`config.mk`:
```
export PLATFORM = sky130hd
export DESIGN_NAME = table_round_block_cipher_flat
export DESIGN_NICKNAME = d
export VERILOG_FILES = /design/src/sv/trbc_pkg.sv /design/src/sv/trbc_if.sv /design/src/sv/trbc_key_sched.sv /design/src/sv/trbc_round.sv /design/src/sv/table_round_block_cipher.sv /design/src/flat_wrapper.sv
export VERILOG_INCLUDE_DIRS = /design/src /design/src/sv
export SDC_FILE = /design/constraint.sdc
export NUM_CORES = 1
export LEC_CHECK = 0
export ABC_AREA = 1
export ABC_CLOCK_PERIOD_IN_PS = 10500
export BUFFER_PORTS_ARGS = -buffer_cell sky130_fd_sc_hd__buf_2
export CORE_ASPECT_RATIO = 0.7
export CORE_MARGIN = 2
export CORE_UTILIZATION = 50
export DETAILED_ROUTE_END_ITERATION = 16
export MAX_ROUTING_LAYER = met4
export PLACE_DENSITY = 0.69
export SYNTH_ARGS = -nofsm -noshare
export SYNTH_HDL_FRONTEND = slang
export SYNTH_HIERARCHICAL = 1
export SYNTH_SLANG_ARGS = --single-unit
export TNS_END_PERCENT = 5
```
`constraint.sdc`:
```
create_clock -name clk -period 10.5 [get_ports clk]
set_clock_uncertainty 0.05 [all_clocks]
set_input_delay 2.1 -clock clk [delete_from_list [all_inputs] [get_ports clk]]
set_output_delay 2.1 -clock clk [all_outputs]
set_load 0.01 [all_outputs]
```
`src/sv/table_round_block_cipher_assert.svh`:
```
// assertion macros for the table round block cipher
`ifndef TABLE_ROUND_BLOCK_CIPHER_ASSERT_SVH
`define TABLE_ROUND_BLOCK_CIPHER_ASSERT_SVH
`ifndef ASSERT_OFF
`define TRBC_ASSERT(label, clk, rst_n, prop, msg) \
  label: assert property (@(posedge clk) disable iff (!rst_n) prop) else $error(msg);
`define TRBC_ASSERT_NR(label, clk, prop, msg) \
  label: assert property (@(posedge clk) prop) else $error(msg);
`else
`define TRBC_ASSERT(label, clk, rst_n, prop, msg)
`define TRBC_ASSERT_NR(label, clk, prop, msg)
`endif
`endif

```
`src/sv/trbc_pkg.sv`:
```
// types, constants and substitution boxes of the table round block cipher
package trbc_pkg;
  localparam int KeyBits = 80;
  localparam int BlkBits = 64;
  localparam int PreRot = 13;

  localparam logic [1:0] REG_KEY_UPPER = 2'd0;
  localparam logic [1:0] REG_KEY_LOWER = 2'd1;
  localparam logic [1:0] REG_LAST_ROUND = 2'd2;
  localparam logic [1:0] REG_PERMUTED = 2'd3;

  typedef struct packed {
    logic       mode;
    logic       base;
    logic [7:0] last;
  } ctrl_t;

  localparam logic [2:0] ORDER [24] = '{
    3'd0, 3'd1, 3'd2, 3'd3, 3'd4, 3'd5, 3'd6, 3'd7,
    3'd0, 3'd1, 3'd2, 3'd3, 3'd4, 3'd5, 3'd6, 3'd7,
    3'd0, 3'd3, 3'd6, 3'd1, 3'd4, 3'd7, 3'd2, 3'd5};

  localparam logic [7:0] BOX_ODD [256] = '{
    8'hDA,8'h26,8'hE8,8'h72,8'h11,8'h52,8'h3E,8'h46,8'h32,8'hFF,8'h8C,8'h1E,8'hA7,8'hBE,8'h2C,8'h29,
    8'h5F,8'h86,8'h7E,8'h75,8'h0A,8'h08,8'hA5,8'h21,8'h61,8'hFB,8'h7A,8'h58,8'h60,8'hF7,8'h81,8'h4F,
    8'hE4,8'hFC,8'hDF,8'hB1,8'hBB,8'h6A,8'h02,8'hB3,8'h0B,8'h6E,8'h5D,8'h5C,8'hD5,8'hCF,8'hCA,8'h2A,
    8'h14,8'hB7,8'h90,8'hF3,8'hD9,8'h37,8'h3A,8'h59,8'h44,8'h69,8'hC9,8'h78,8'h30,8'h16,8'h39,8'h9A,
    8'h0D,8'h05,8'h1F,8'h8B,8'h5E,8'hEE,8'h1B,8'hC4,8'h76,8'h43,8'hBD,8'hEB,8'h42,8'hEF,8'hF9,8'hD0,
    8'h4D,8'hE3,8'hF4,8'h57,8'h56,8'hA3,8'h0F,8'hA6,8'h50,8'hFD,8'hDE,8'hD2,8'h80,8'h4C,8'hD3,8'hCB,
    8'hF8,8'h49,8'h8F,8'h22,8'h71,8'h84,8'h33,8'hE0,8'h47,8'hC2,8'h93,8'hBC,8'h7C,8'h3B,8'h9C,8'h7D,
    8'hEC,8'hC3,8'hF1,8'h89,8'hCE,8'h98,8'hA2,8'hE1,8'hC1,8'hF2,8'h27,8'h12,8'h01,8'hEA,8'hE5,8'h9B,
    8'h25,8'h87,8'h96,8'h7B,8'h34,8'h45,8'hAD,8'hD1,8'hB5,8'hDB,8'h83,8'h55,8'hB0,8'h9E,8'h19,8'hD7,
    8'h17,8'hC6,8'h35,8'hD8,8'hF0,8'hAE,8'hD4,8'h2B,8'h1D,8'hA0,8'h99,8'h8A,8'h15,8'h00,8'hAF,8'h2D,
    8'h09,8'hA8,8'hF5,8'h6C,8'hA1,8'h63,8'h67,8'h51,8'h3C,8'hB2,8'hC0,8'hED,8'h94,8'h03,8'h6F,8'hBA,
    8'h3F,8'h4E,8'h62,8'h92,8'h85,8'hDD,8'hAB,8'hFE,8'h10,8'h2E,8'h68,8'h65,8'hE7,8'h04,8'hF6,8'h0C,
    8'h20,8'h1C,8'hA9,8'h53,8'h40,8'h77,8'h2F,8'hA4,8'hFA,8'h6D,8'h73,8'h28,8'hE2,8'hCD,8'h79,8'hC8,
    8'h97,8'h66,8'h8E,8'h82,8'h74,8'h06,8'hC7,8'h88,8'h1A,8'h4A,8'h6B,8'hCC,8'h41,8'hE9,8'h9D,8'hB8,
    8'h23,8'h9F,8'h3D,8'hBF,8'h8D,8'h95,8'hC5,8'h13,8'hB9,8'h24,8'h5A,8'hDC,8'h64,8'h18,8'h38,8'h91,
    8'h7F,8'h5B,8'h70,8'h54,8'h07,8'hB6,8'h4B,8'h0E,8'h36,8'hAC,8'h31,8'hE6,8'hD6,8'h48,8'hAA,8'hB4};

  localparam logic [7:0] BOX_EVEN [256] = '{
    8'h8E,8'hD5,8'h32,8'h53,8'h4B,8'h18,8'h7F,8'h95,8'hBE,8'h30,8'hF3,8'hE0,8'h22,8'hE1,8'h68,8'h90,
    8'h82,8'hC8,8'hA8,8'h57,8'h21,8'hC5,8'h38,8'h73,8'h61,8'h5D,8'h5A,8'hD6,8'h60,8'hB7,8'h48,8'h70,
    8'h2B,8'h7A,8'h1D,8'hD1,8'hB1,8'hEC,8'h7C,8'hAA,8'h2F,8'h1F,8'h37,8'h58,8'h72,8'h88,8'hFF,8'h87,
    8'h1C,8'hCB,8'h00,8'hE6,8'h4E,8'hAB,8'hEB,8'hB3,8'hF7,8'h59,8'h71,8'h6A,8'h64,8'h2A,8'h55,8'h4D,
    8'hFC,8'hC0,8'h51,8'h01,8'h2D,8'hC4,8'h54,8'hE2,8'h9F,8'h26,8'h16,8'h27,8'hF2,8'h9C,8'h86,8'h11,
    8'h05,8'h29,8'hA2,8'h78,8'h49,8'hB2,8'hA6,8'hCA,8'h96,8'hE5,8'h33,8'h3F,8'h46,8'hBA,8'hD0,8'hBB,
    8'h5F,8'h84,8'h98,8'hE4,8'hF9,8'h0A,8'h62,8'hEE,8'hF6,8'hCF,8'h94,8'hF0,8'hEA,8'h1E,8'hBF,8'h07,
    8'h9B,8'hD9,8'hE9,8'h74,8'hC6,8'hA4,8'hB9,8'h56,8'h3E,8'hDB,8'hC7,8'h15,8'hE3,8'h80,8'hD7,8'hED,
    8'hEF,8'h13,8'hAC,8'hA1,8'h91,8'hC2,8'h89,8'h5B,8'h08,8'h0B,8'h4C,8'h02,8'h3A,8'h5C,8'hA9,8'h3B,
    8'hCE,8'h6B,8'hA7,8'hE7,8'hCD,8'h7B,8'hA0,8'h47,8'h09,8'h6D,8'hF8,8'hF1,8'h8B,8'hB0,8'h12,8'h42,
    8'h4A,8'h9A,8'h17,8'hB4,8'h7E,8'hAD,8'hFE,8'hFD,8'h2C,8'hD3,8'hF4,8'hB6,8'hA3,8'hFA,8'hDF,8'hB8,
    8'hD4,8'hDA,8'h0F,8'h50,8'h93,8'h66,8'h6C,8'h20,8'hD8,8'h8A,8'hDD,8'h31,8'h1A,8'h8C,8'h06,8'hD2,
    8'h44,8'hE8,8'h23,8'h43,8'h6E,8'h10,8'h69,8'h36,8'hBC,8'h19,8'h8D,8'h24,8'h81,8'h14,8'h40,8'hC9,
    8'h6F,8'h2E,8'h45,8'h52,8'h41,8'h92,8'h34,8'hFB,8'h5E,8'h0D,8'hF5,8'h76,8'h25,8'h77,8'h63,8'h65,
    8'hAF,8'h4F,8'hCC,8'h03,8'h9D,8'h0C,8'h28,8'h39,8'h85,8'hDE,8'hB5,8'h7D,8'h67,8'h83,8'hBD,8'hC3,
    8'hDC,8'h3C,8'hAE,8'h99,8'h04,8'h75,8'h8F,8'h97,8'hC1,8'hA5,8'h9E,8'h35,8'h0E,8'h3D,8'h1B,8'h79};
endpackage

```
`src/sv/trbc_if.sv`:
```
// valid/ready channel interfaces
interface trbc_in_if;
  logic        valid;
  logic        ready;
  logic        mode;
  logic [63:0] block_in;
  modport source (output valid, mode, block_in, input ready);
  modport sink (input valid, mode, block_in, output ready);
endinterface

interface trbc_out_if;
  logic        valid;
  logic        ready;
  logic [63:0] block_out;
  modport source (output valid, block_out, input ready);
  modport sink (input valid, block_out, output ready);
endinterface

interface trbc_cfg_if;
  logic        valid;
  logic        ready;
  logic [1:0]  index;
  logic [63:0] data;
  modport source (output valid, index, data, input ready);
  modport sink (input valid, index, data, output ready);
endinterface

```
`src/sv/trbc_key_sched.sv`:
```
// working key shift register: one bit rotation per cycle while rot_r or rot_l is high
module trbc_key_sched (
  input  logic                  clk,
  input  logic                  load,
  input  logic [79:0]           key,
  input  logic                  rot_r,
  input  logic                  rot_l,
  input  logic [3:0]            sel,
  output logic [7:0]            kbyte
);
  import trbc_pkg::*;
  logic [KeyBits-1:0] key_r, key_nxt;

  always_comb begin
    key_nxt = key_r;
    if (load) begin
      key_nxt = key;
    end else if (rot_r) begin
      key_nxt = {key_r[0], key_r[KeyBits-1:1]};
    end else if (rot_l) begin
      key_nxt = {key_r[KeyBits-2:0], key_r[KeyBits-1]};
    end
  end

  always_ff @(posedge clk) begin
    key_r <= key_nxt;
  end

  // byte 0 sits in the top bits
  assign kbyte = key_r[KeyBits-1-8*sel -: 8];
endmodule

```
`src/sv/trbc_round.sv`:
```
// block register and one byte-wide table round per cycle while en is high
module trbc_round (
  input  logic        clk,
  input  logic        load,
  input  logic [63:0] blk_in,
  input  logic        en,
  input  logic [7:0]  kbyte,
  input  logic [3:0]  rmod16,
  input  logic        base,
  output logic [63:0] blk
);
  import trbc_pkg::*;
  logic [7:0] b_r [8];
  logic [7:0] b_nxt [8];
  logic [2:0] src, dst;
  logic [3:0] r1;
  logic [7:0] idx, sv;

  always_comb begin
    r1 = rmod16 + 4'd1;
    src = ORDER[{1'b0, rmod16} + (base ? 5'd8 : 5'd0)];
    dst = ORDER[{1'b0, r1} + (base ? 5'd8 : 5'd0)];
    idx = b_r[src] ^ kbyte;
    sv = kbyte[0] ? BOX_ODD[idx] : BOX_EVEN[idx];
    for (int i = 0; i < 8; i++) begin
      if (load) begin
        b_nxt[i] = blk_in[63-8*i -: 8];
      end else if (en && dst == 3'(i)) begin
        b_nxt[i] = b_r[i] ^ sv;
      end else begin
        b_nxt[i] = b_r[i];
      end
    end
  end

  always_ff @(posedge clk) begin
    for (int i = 0; i < 8; i++) b_r[i] <= b_nxt[i];
  end

  always_comb begin
    for (int i = 0; i < 8; i++) blk[63-8*i -: 8] = b_r[i];
  end
endmodule

```
`src/sv/table_round_block_cipher.sv`:
```
// top level: configuration, sequencer, key register and round unit
//  channel | dir | beat
//  in_     | in  | mode, block_in
//  out_    | out | block_out
//  cfg_    | in  | index, data
// decrypt: a right-rotate step before each round r with r mod 10 == 0, then the round;
// rounds run from 0 up to last_round, and the result is then offered on out_.
// encrypt: PreRot right pre-rotations (the round index mod 10 is reduced during them),
// then rounds from last_round down to 0, with a left-rotate after each r mod 10 == 0.
// the result waits in the block register; a stalled out_ holds it and no new beat
// is taken until it has gone. reset (rst_n low, synchronous) restores the defaults.
module table_round_block_cipher (
  input  logic clk,
  input  logic rst_n,
  trbc_in_if.sink    in_ch,
  trbc_out_if.source out_ch,
  trbc_cfg_if.sink   cfg_ch
);
  import trbc_pkg::*;
  `include "table_round_block_cipher_assert.svh"

  localparam logic [2:0] ST_IDLE = 3'd0;
  localparam logic [2:0] ST_PRE = 3'd1;
  localparam logic [2:0] ST_RND = 3'd2;
  localparam logic [2:0] ST_ROTL = 3'd3;
  localparam logic [2:0] ST_DONE = 3'd4;

  logic [63:0] ku_r;
  logic [15:0] kl_r;
  logic [7:0]  last_r;
  logic        perm_r;
  logic [2:0]  st_r, st_nxt;
  logic [7:0]  rnd_r, rnd_nxt;
  logic [3:0]  m10_r, m10_nxt;
  logic [3:0]  cnt_r, cnt_nxt;
  logic [7:0]  md_r, md_nxt;
  logic        fresh_r, fresh_nxt;
  ctrl_t       ctl_r;
  logic        acc, rot_r_s, rot_l_s, en;
  logic [7:0]  kbyte;
  logic [63:0] blk;

  assign cfg_ch.ready = 1'b1;
  assign in_ch.ready = (st_r == ST_IDLE);
  assign acc = in_ch.valid && in_ch.ready;
  assign out_ch.valid = (st_r == ST_DONE);
  assign out_ch.block_out = blk;

  always_ff @(posedge clk) begin
    if (!rst_n) begin
      ku_r <= '0;
      kl_r <= '0;
      last_r <= 8'd127;
      perm_r <= 1'b0;
    end else if (cfg_ch.valid) begin
      case (cfg_ch.index)
        REG_KEY_UPPER:  ku_r <= cfg_ch.data;
        REG_KEY_LOWER:  kl_r <= cfg_ch.data[15:0];
        REG_LAST_ROUND: last_r <= cfg_ch.data[7:0];
        REG_PERMUTED:   perm_r <= cfg_ch.data[0];
        default: ;
      endcase
    end
  end

  always_comb begin
    st_nxt = st_r;
    rnd_nxt = rnd_r;
    m10_nxt = m10_r;
    cnt_nxt = cnt_r;
    md_nxt = md_r;
    fresh_nxt = 1'b0;
    rot_r_s = 1'b0;
    rot_l_s = 1'b0;
    en = 1'b0;
    case (st_r)
      ST_IDLE: begin
        if (acc) begin
          cnt_nxt = 4'd0;
          md_nxt = last_r;
          if (in_ch.mode) begin
            st_nxt = ST_PRE;
            rnd_nxt = last_r;
          end else begin
            st_nxt = ST_RND;
            rnd_nxt = 8'd0;
            m10_nxt = 4'd0;
          end
        end
      end
      ST_PRE: begin
        rot_r_s = 1'b1;
        cnt_nxt = cnt_r + 4'd1;
        // restoring reduction by 160, 80, 40, 20 and 10 leaves the index mod 10
        if (cnt_r < 4'd5 && md_r >= (8'd160 >> cnt_r)) md_nxt = md_r - (8'd160 >> cnt_r);
        if (cnt_r == 4'(PreRot - 1)) begin
          st_nxt = ST_RND;
          m10_nxt = md_r[3:0];
        end
      end
      ST_RND: begin
        en = 1'b1;
        if (!ctl_r.mode) begin
          // decrypt rotates before the round that uses the key byte
          rot_r_s = (m10_r == 4'd0) && fresh_r;
          if (m10_r == 4'd0 && !fresh_r) begin
            en = 1'b0;
            rot_r_s = 1'b1;
            fresh_nxt = 1'b1;
          end else begin
            en = 1'b1;
            rot_r_s = 1'b0;
            if (rnd_r == ctl_r.last) st_nxt = ST_DONE;
            rnd_nxt = rnd_r + 8'd1;
            m10_nxt = (m10_r == 4'd9) ? 4'd0 : m10_r + 4'd1;
          end
        end else begin
          if (m10_r == 4'd0) st_nxt = ST_ROTL;
          else begin
            rnd_nxt = rnd_r - 8'd1;
            m10_nxt = m10_r - 4'd1;
          end
          if (rnd_r == 8'd0) st_nxt = ST_ROTL;
        end
      end
      ST_ROTL: begin
        rot_l_s = 1'b1;
        if (rnd_r == 8'd0) st_nxt = ST_DONE;
        else begin
          st_nxt = ST_RND;
          rnd_nxt = rnd_r - 8'd1;
          m10_nxt = 4'd9;
        end
      end
      ST_DONE: begin
        if (out_ch.ready) st_nxt = ST_IDLE;
      end
      default: st_nxt = ST_IDLE;
    endcase
  end

  always_ff @(posedge clk) begin
    if (!rst_n) begin
      st_r <= ST_IDLE;
      fresh_r <= 1'b0;
    end else begin
      st_r <= st_nxt;
      fresh_r <= fresh_nxt;
    end
    rnd_r <= rnd_nxt;
    m10_r <= m10_nxt;
    cnt_r <= cnt_nxt;
    md_r <= md_nxt;
    if (acc) begin
      ctl_r.mode <= in_ch.mode;
      ctl_r.base <= perm_r;
      ctl_r.last <= last_r;
    end
  end

  trbc_key_sched u_key (
    .clk(clk), .load(acc), .key({ku_r, kl_r}),
    .rot_r(rot_r_s), .rot_l(rot_l_s), .sel(m10_r), .kbyte(kbyte)
  );

  trbc_round u_rnd (
    .clk(clk), .load(acc), .blk_in(in_ch.block_in), .en(en), .kbyte(kbyte),
    .rmod16(rnd_r[3:0]), .base(ctl_r.base), .blk(blk)
  );

  // decrypt round zero always needs the fresh rotation first
  `TRBC_ASSERT(a_acc_idle, clk, rst_n, acc |-> st_r == ST_IDLE, "accept outside idle")
  `TRBC_ASSERT(a_out_hold, clk, rst_n, out_ch.valid && !out_ch.ready |=> out_ch.valid && $stable(out_ch.block_out), "result dropped")
  `TRBC_ASSERT(a_no_both, clk, rst_n, !(rot_r_s && rot_l_s), "two rotations at once")
  `TRBC_ASSERT(a_pre_len, clk, rst_n, st_r == ST_PRE |-> cnt_r < 4'(PreRot), "pre rotation overrun")
endmodule
```
`src/flat_wrapper.sv`:
```
// flat-port wrapper written by rule: the top's interface ports become plain ports
module table_round_block_cipher_flat import trbc_pkg::*;
  (clk, rst_n, in_ch_valid, in_ch_mode, in_ch_block_in, in_ch_ready, out_ch_valid, out_ch_block_out, out_ch_ready, cfg_ch_valid, cfg_ch_index, cfg_ch_data, cfg_ch_ready);
  trbc_in_if in_ch_i ();
  trbc_out_if out_ch_i ();
  trbc_cfg_if cfg_ch_i ();
  input  logic clk;
  input  logic rst_n;
  input wire logic [$bits(in_ch_i.valid)-1:0] in_ch_valid;
  input wire logic [$bits(in_ch_i.mode)-1:0] in_ch_mode;
  input wire logic [$bits(in_ch_i.block_in)-1:0] in_ch_block_in;
  output wire logic [$bits(in_ch_i.ready)-1:0] in_ch_ready;
  output wire logic [$bits(out_ch_i.valid)-1:0] out_ch_valid;
  output wire logic [$bits(out_ch_i.block_out)-1:0] out_ch_block_out;
  input wire logic [$bits(out_ch_i.ready)-1:0] out_ch_ready;
  input wire logic [$bits(cfg_ch_i.valid)-1:0] cfg_ch_valid;
  input wire logic [$bits(cfg_ch_i.index)-1:0] cfg_ch_index;
  input wire logic [$bits(cfg_ch_i.data)-1:0] cfg_ch_data;
  output wire logic [$bits(cfg_ch_i.ready)-1:0] cfg_ch_ready;
  assign in_ch_i.valid = in_ch_valid;
  assign in_ch_i.mode = in_ch_mode;
  assign in_ch_i.block_in = in_ch_block_in;
  assign in_ch_ready = in_ch_i.ready;
  assign out_ch_valid = out_ch_i.valid;
  assign out_ch_block_out = out_ch_i.block_out;
  assign out_ch_i.ready = out_ch_ready;
  assign cfg_ch_i.valid = cfg_ch_valid;
  assign cfg_ch_i.index = cfg_ch_index;
  assign cfg_ch_i.data = cfg_ch_data;
  assign cfg_ch_ready = cfg_ch_i.ready;
  table_round_block_cipher u_core (.clk(clk), .rst_n(rst_n), .in_ch(in_ch_i), .out_ch(out_ch_i), .cfg_ch(cfg_ch_i));
endmodule
```
# After elaboration in Yosys (flattened, before gate mapping)
# Memories as Yosys holds them, arrays and structs flattened.
# Cells that the tools add are included.
[totals]
register_bits = 207
ramBits = 64
rom_bits = 4288
output_inout_bits = 67
n_memories = 5
[classes]
n_addsub = 10
n_lt_le_gt_ge = 5
n_eq_ne = 27
shifts = 2
mux = 68
bitwise_logic = 12
reduce_logical = 31
[mem_list]
columns = ["name", "depth", "width", "read_ports", "rd_ports_with_merged_regs", "wr", "line_no", "source"]
rows = [
  ["(no name shown)", 256, 8, 1, 0, 0, "trbc_round.sv:24", "sv = kbyte[0] ? BOX_ODD[idx] : BOX_EVEN[idx];"],
  ["(no name shown)", 256, 8, 1, 0, 0, "trbc_round.sv:24", ""],
  ["(no name shown)", 32, 3, 1, 0, 0, "trbc_round.sv:22", "dst = ORDER[{1'b0, r1} + (base ? 5'd8 : 5'd0)];"],
  ["(no name shown)", 32, 3, 1, 0, 0, "trbc_round.sv:21", "src = ORDER[{1'b0, rmod16} + (base ? 5'd8 : 5'd0)];"],
  ["u_core.u_rnd.b_r", 8, 8, 9, 0, 8, "trbc_round.sv:13", "logic [7:0] b_r [8];"],
]
[op_table]
columns = ["cell", "n"]
rows = [
  ["80-bit two-way mux", 3],
  ["8-bit two-way mux", 29],
  ["87-bit by 33-bit variable part select with 8-bit output", 1],
  ["8-bit XOR", 9],
  ["4-bit two-way mux", 10],
  ["3-bit two-way mux", 13],
  ["8-bit case mux with 3 select lines", 1],
  ["4-bit case mux with 4 select lines", 1],
  ["8-bit case mux with 2 select lines", 1],
  ["3-bit equality test, second input constant", 5],
  ["3-bit case mux with 5 select lines", 1],
  ["4-bit by 1-bit adder with 4-bit output, second input constant", 3],
  ["3-bit by 2-bit equality test with 1-bit output, second input constant", 4],
  ["6-bit greater-or-equal comparator, second input constant", 2],
  ["5-bit inverter with 6-bit output", 2],
  ["2-bit AND reduction", 6],
  ["1-bit logical AND", 11],
  ["9-bit greater-or-equal comparator, second input constant", 1],
  ["8-bit inverter with 9-bit output", 1],
  ["8-bit by 1-bit adder with 8-bit output, second input constant", 1],
  ["4-bit equality test, second input constant", 2],
  ["8-bit equality test", 1],
  ["8-bit greater-or-equal comparator", 1],
  ["8-bit zero test", 1],
  ["32 further kinds", 45],
]

# Logic depth before layout (Yosys ltp)
# An unclocked memory read counts as a cell.
[depth]
word_depth = 16
mapped_depth = 30
ltp_nobuf = 28

# By module
# The synthesis kept the hierarchy.
[modules_own_cells]
columns = ["module", "instances", "cells_each", "area_per_inst_um2"]
rows = [
  ["trbc_round", 1, 1801, 10415.0],
  ["table_round_block_cipher", 1, 719, 5798.1],
  ["trbc_key_sched", 1, 633, 4890.9],
]

# Least setup slack after synthesis
# OpenSTA, ideal clock, no wires.
[synth_path]
path_kind = "input -> register"
from = "input port in_ch_valid"
to = "register u_core.u_key.key_r[0] (enable)"
setup_time_ps = 441
t_arrival_ps = 4994
required_ps = 10009
setup_slack_ps = 5015
cell_stages = 6
n_path_buf = 2
path_cell_list = "inv_1 -> nor2_1 -> buf_2 -> inv_2 -> buf_2 -> nand2_1"
[synth_between]
elab_chain_len = 2
[synth_lines]
columns = ["item", "line_no", "source"]
rows = [
  ["from (decl)", "flat_wrapper.sv:9", "input wire logic [$bits(in_ch_i.valid)-1:0] in_ch_valid;"],
  ["1-bit logical AND", "table_round_block_cipher.sv:45", "assign acc = in_ch.valid && in_ch.ready;"],
  ["named net u_core.acc", "table_round_block_cipher.sv:39", "logic acc, rot_r_s, rot_l_s, en;"],
  ["3-bit nonzero test (no source line)", "n/a", ""],
  ["to (signal assigned)", "trbc_key_sched.sv:26", "key_r <= key_nxt;"],
  ["to (decl)", "trbc_key_sched.sv:12", "logic [KeyBits-1:0] key_r, key_nxt;"],
]
# The timed path passes the listed nets, and every way through them passes these cells.
# A chain may end at the register's enable or synchronous reset.

==> impl_metrics.tcl <==
set metrics [dict create \
    antenna_found_initial 4 \
    final_cell_mix "nand2_1 (779), nand3_1 (768), nor2_1 (341), a21oi_1 (224), buf_2 (201)" \
    io_buffers 201 \
    clkLatencyLatePin_ps 610 \
    holdBufCountCts 0 \
    setup.worst_path.start_class "flop" \
    yosys_register_bits 271 \
    rsz0062_at_grt "no" \
    core_area_mm2 0.0413 \
    grt_pass1_vias 21700 \
    grt_pass1_wl_um 131000 \
    track_usage_pct 39.6 \
    crit_required_ps 10810 \
    cts_buffers 29 \
    finalSetupTns_ps 0 \
    slew_headroom_pct 14.2 \
    outcome "complete, no violations" \
    final_common_cell "nand2_1" \
    area_delta_synth_final_pct 8.57 \
    floorplan.initialDensity_pct 51.0 \
    grt_remaining_overflow 0 \
    final_nets 3394 \
    seq_area_frac_synth_pct 34.1 \
    rows 62 \
    grt_max_degree 92 \
    postCtsSetupRepairBufs 0 \
    netlist_area_mm2 0.0211 \
    wl_um 87000 \
    hold_class "reg -> reg" \
    vias_per_cell 6.30 \
    place_hpwl_um 61000 \
    drive_gt1_share_pct 12.7 \
    setup_viol 0 \
    cts_max_level 1 \
    yosys_warnings 6 \
    dieArea_mm2 0.0439 \
    root_buffer "clkbuf_16" \
    clock-sinks 271 \
    drt_pre_antenna_iters 9 \
    ant_nets 0 \
    syn-instance-count 3153 \
    wire_per_inst_um 23.0 \
    finalMaxSlewViolations 0 \
    critPathKind "reg -> reg" \
    vias 23800 \
    ios 203 \
    period_minus_slack_ps 7220 \
    syn_area_per_cell_um2 6.69 \
    clk_pin_slew_ps 70 \
    worstMarginPinSlew_ps 1290 \
    worstSetupEndpointType "flop" \
    drc 0 \
    crit_fanout 19 \
    cts_tree "done" \
    cap_violations 0 \
    routabilityCongestion 1.07 \
    synth_cell_type_count 51 \
    hold_violations 0 \
    max_freq_ghz 0.138 \
    cts.path.max_buffers 3 \
    cts_resized 0 \
    n_fill_cell 4024 \
    die_w_um 250 \
    syn_nets 3337 \
    cp.arrival_ps 7540 \
    finalCritPeriodShare_pct 68.8 \
    die_y_um 176 \
    drtIter0Drc 4075 \
]
-- cell families after synthesis --
kind of cell | count (synthesis) | share of synthesized area (%)
simple gates | 2001 | 42.9
flops | 271 | 34.1
compound gates | 408 | 10.2
other cells | 1 | 0.0178
buf+inv | 404 | 8.95
xor+xnor | 20 | 0.990
fa+ha+maj | 48 | 2.88
-- sequential cells by signal, indices dropped and copies added, names as in the netlist --
| register | flops |
|---|---|
| u_core/md_r | 8 |
| u_core/last_r | 8 |
| u_core/kl_r | 16 |
| u_core/st_r | 3 |
| u_core/rnd_r | 8 |
| u_core/ctl_r | 10 |
| u_core/perm_r | 1 |
| u_core/u_key/key_r | 80 |
| u_core/m10_r | 4 |
| u_core/ku_r | 64 |
| u_core/cnt_r | 4 |
| u_core/u_rnd/b_r | 64 |
| u_core/fresh_r | 1 |
-- cell usage after synthesis, drive strengths merged --
library cell	count	share of area, %
ha	47	2.8
nand4	7	0.21
a31oi	2	0.059
or2	5	0.15
xor2	8	0.37
o311ai	1	0.042
o22ai	2	0.059
nand3b	8	0.28
a21o	2	0.071
clkinv	5	0.089
nor3	4	0.17
dfxtp	93	8.8
inv	192	3.4
edfxtp	178	25
xnor2	12	0.62
a21oi	225	5.4
o211ai	12	0.45
o21ai	155	3.7
o21bai	1	0.036
clkbuf	31	0.55
fa	1	0.095
nand3	804	20
nor2	354	6.6
o31ai	2	0.14
nand2	819	15
buf	176	4.9
conb	1	0.018
o221ai	6	0.25
-- routing by layer --
metal / GRT usage [%] / vias up / routed length (µm)
met1: 58.0 / 11100 / 37700
met3: 11.7 / 253 / 12800
met4: 13.7 / 0 / 3470
li1: - / 10700 / -
met2: 50.8 / 1691 / 33000
met5: - / - / 0
-- critical path, cell delays in order, from the launching register on --
cell,delay [ps]
edfxtp_1,850
inv_2,280
ha_1,520
nor2_2,490
o211ai_1,170
a21oi_1,170
nand2_1,70
inv_1,50
buf_4,300
inv_1,410
nand2_1,200
nand2_2,280
ha_1,500
inv_1,120
nand2_1,700
nand3_1,420
a21oi_1,240
nand2_1,230
nand3_1,220
nand2_1,70
nand2_1,110
nand2_1,80
nand2_2,160
nand3_1,100
nand3_1,80
nand2_1,70
-- through the flow --
stage	cells	hold slack (ps)	utilization [%]	instance area, µm²	setup WS, ps
finish	3781	389	55.4	22900	3280
floorplan	3153	358	-	21100	5020
detailed placement	3723	367	53.1	21900	3670
global route	3781	393	55.4	22900	3050
global placement	3723	367	53.1	21900	3750
CTS	3777	383	55.4	22900	3650
-- final timing paths --
check                           cells after the start  slack, ps                                to                     startpoint
worst min-delay path                                0        390         u_core/ctl_r[1]$_DFFE_PP_  u_core/last_r[1]$_SDFFE_PN1P_
worst max register to register                     25       3280  u_core/u_rnd/b_r[0][5]$_DFFE_PP_      u_core/m10_r[1]$_DFFE_PP_
worst min register to register                      0        390         u_core/ctl_r[1]$_DFFE_PP_  u_core/last_r[1]$_SDFFE_PN1P_
worst max-delay path                               25       3280  u_core/u_rnd/b_r[0][5]$_DFFE_PP_      u_core/m10_r[1]$_DFFE_PP_
-- final cells by class --
cell class / instances / area [µm²] / share of cell area [%]
antenna: 4 / 10.0 / 0.0437
multi-input combinational: 2478 / 12100 / 52.6
sequential: 271 / 7210 / 31.5
clock inverter: 12 / 98.8 / 0.431
timing repair buffer: 233 / 1250 / 5.44
tap: 544 / 681 / 2.97
clock buffer: 42 / 868 / 3.79
inverter: 197 / 744 / 3.25
Power is left out: the tool's default activity adds up to more than one toggle a clock period on the data nets, which glitch-free logic cannot reach.
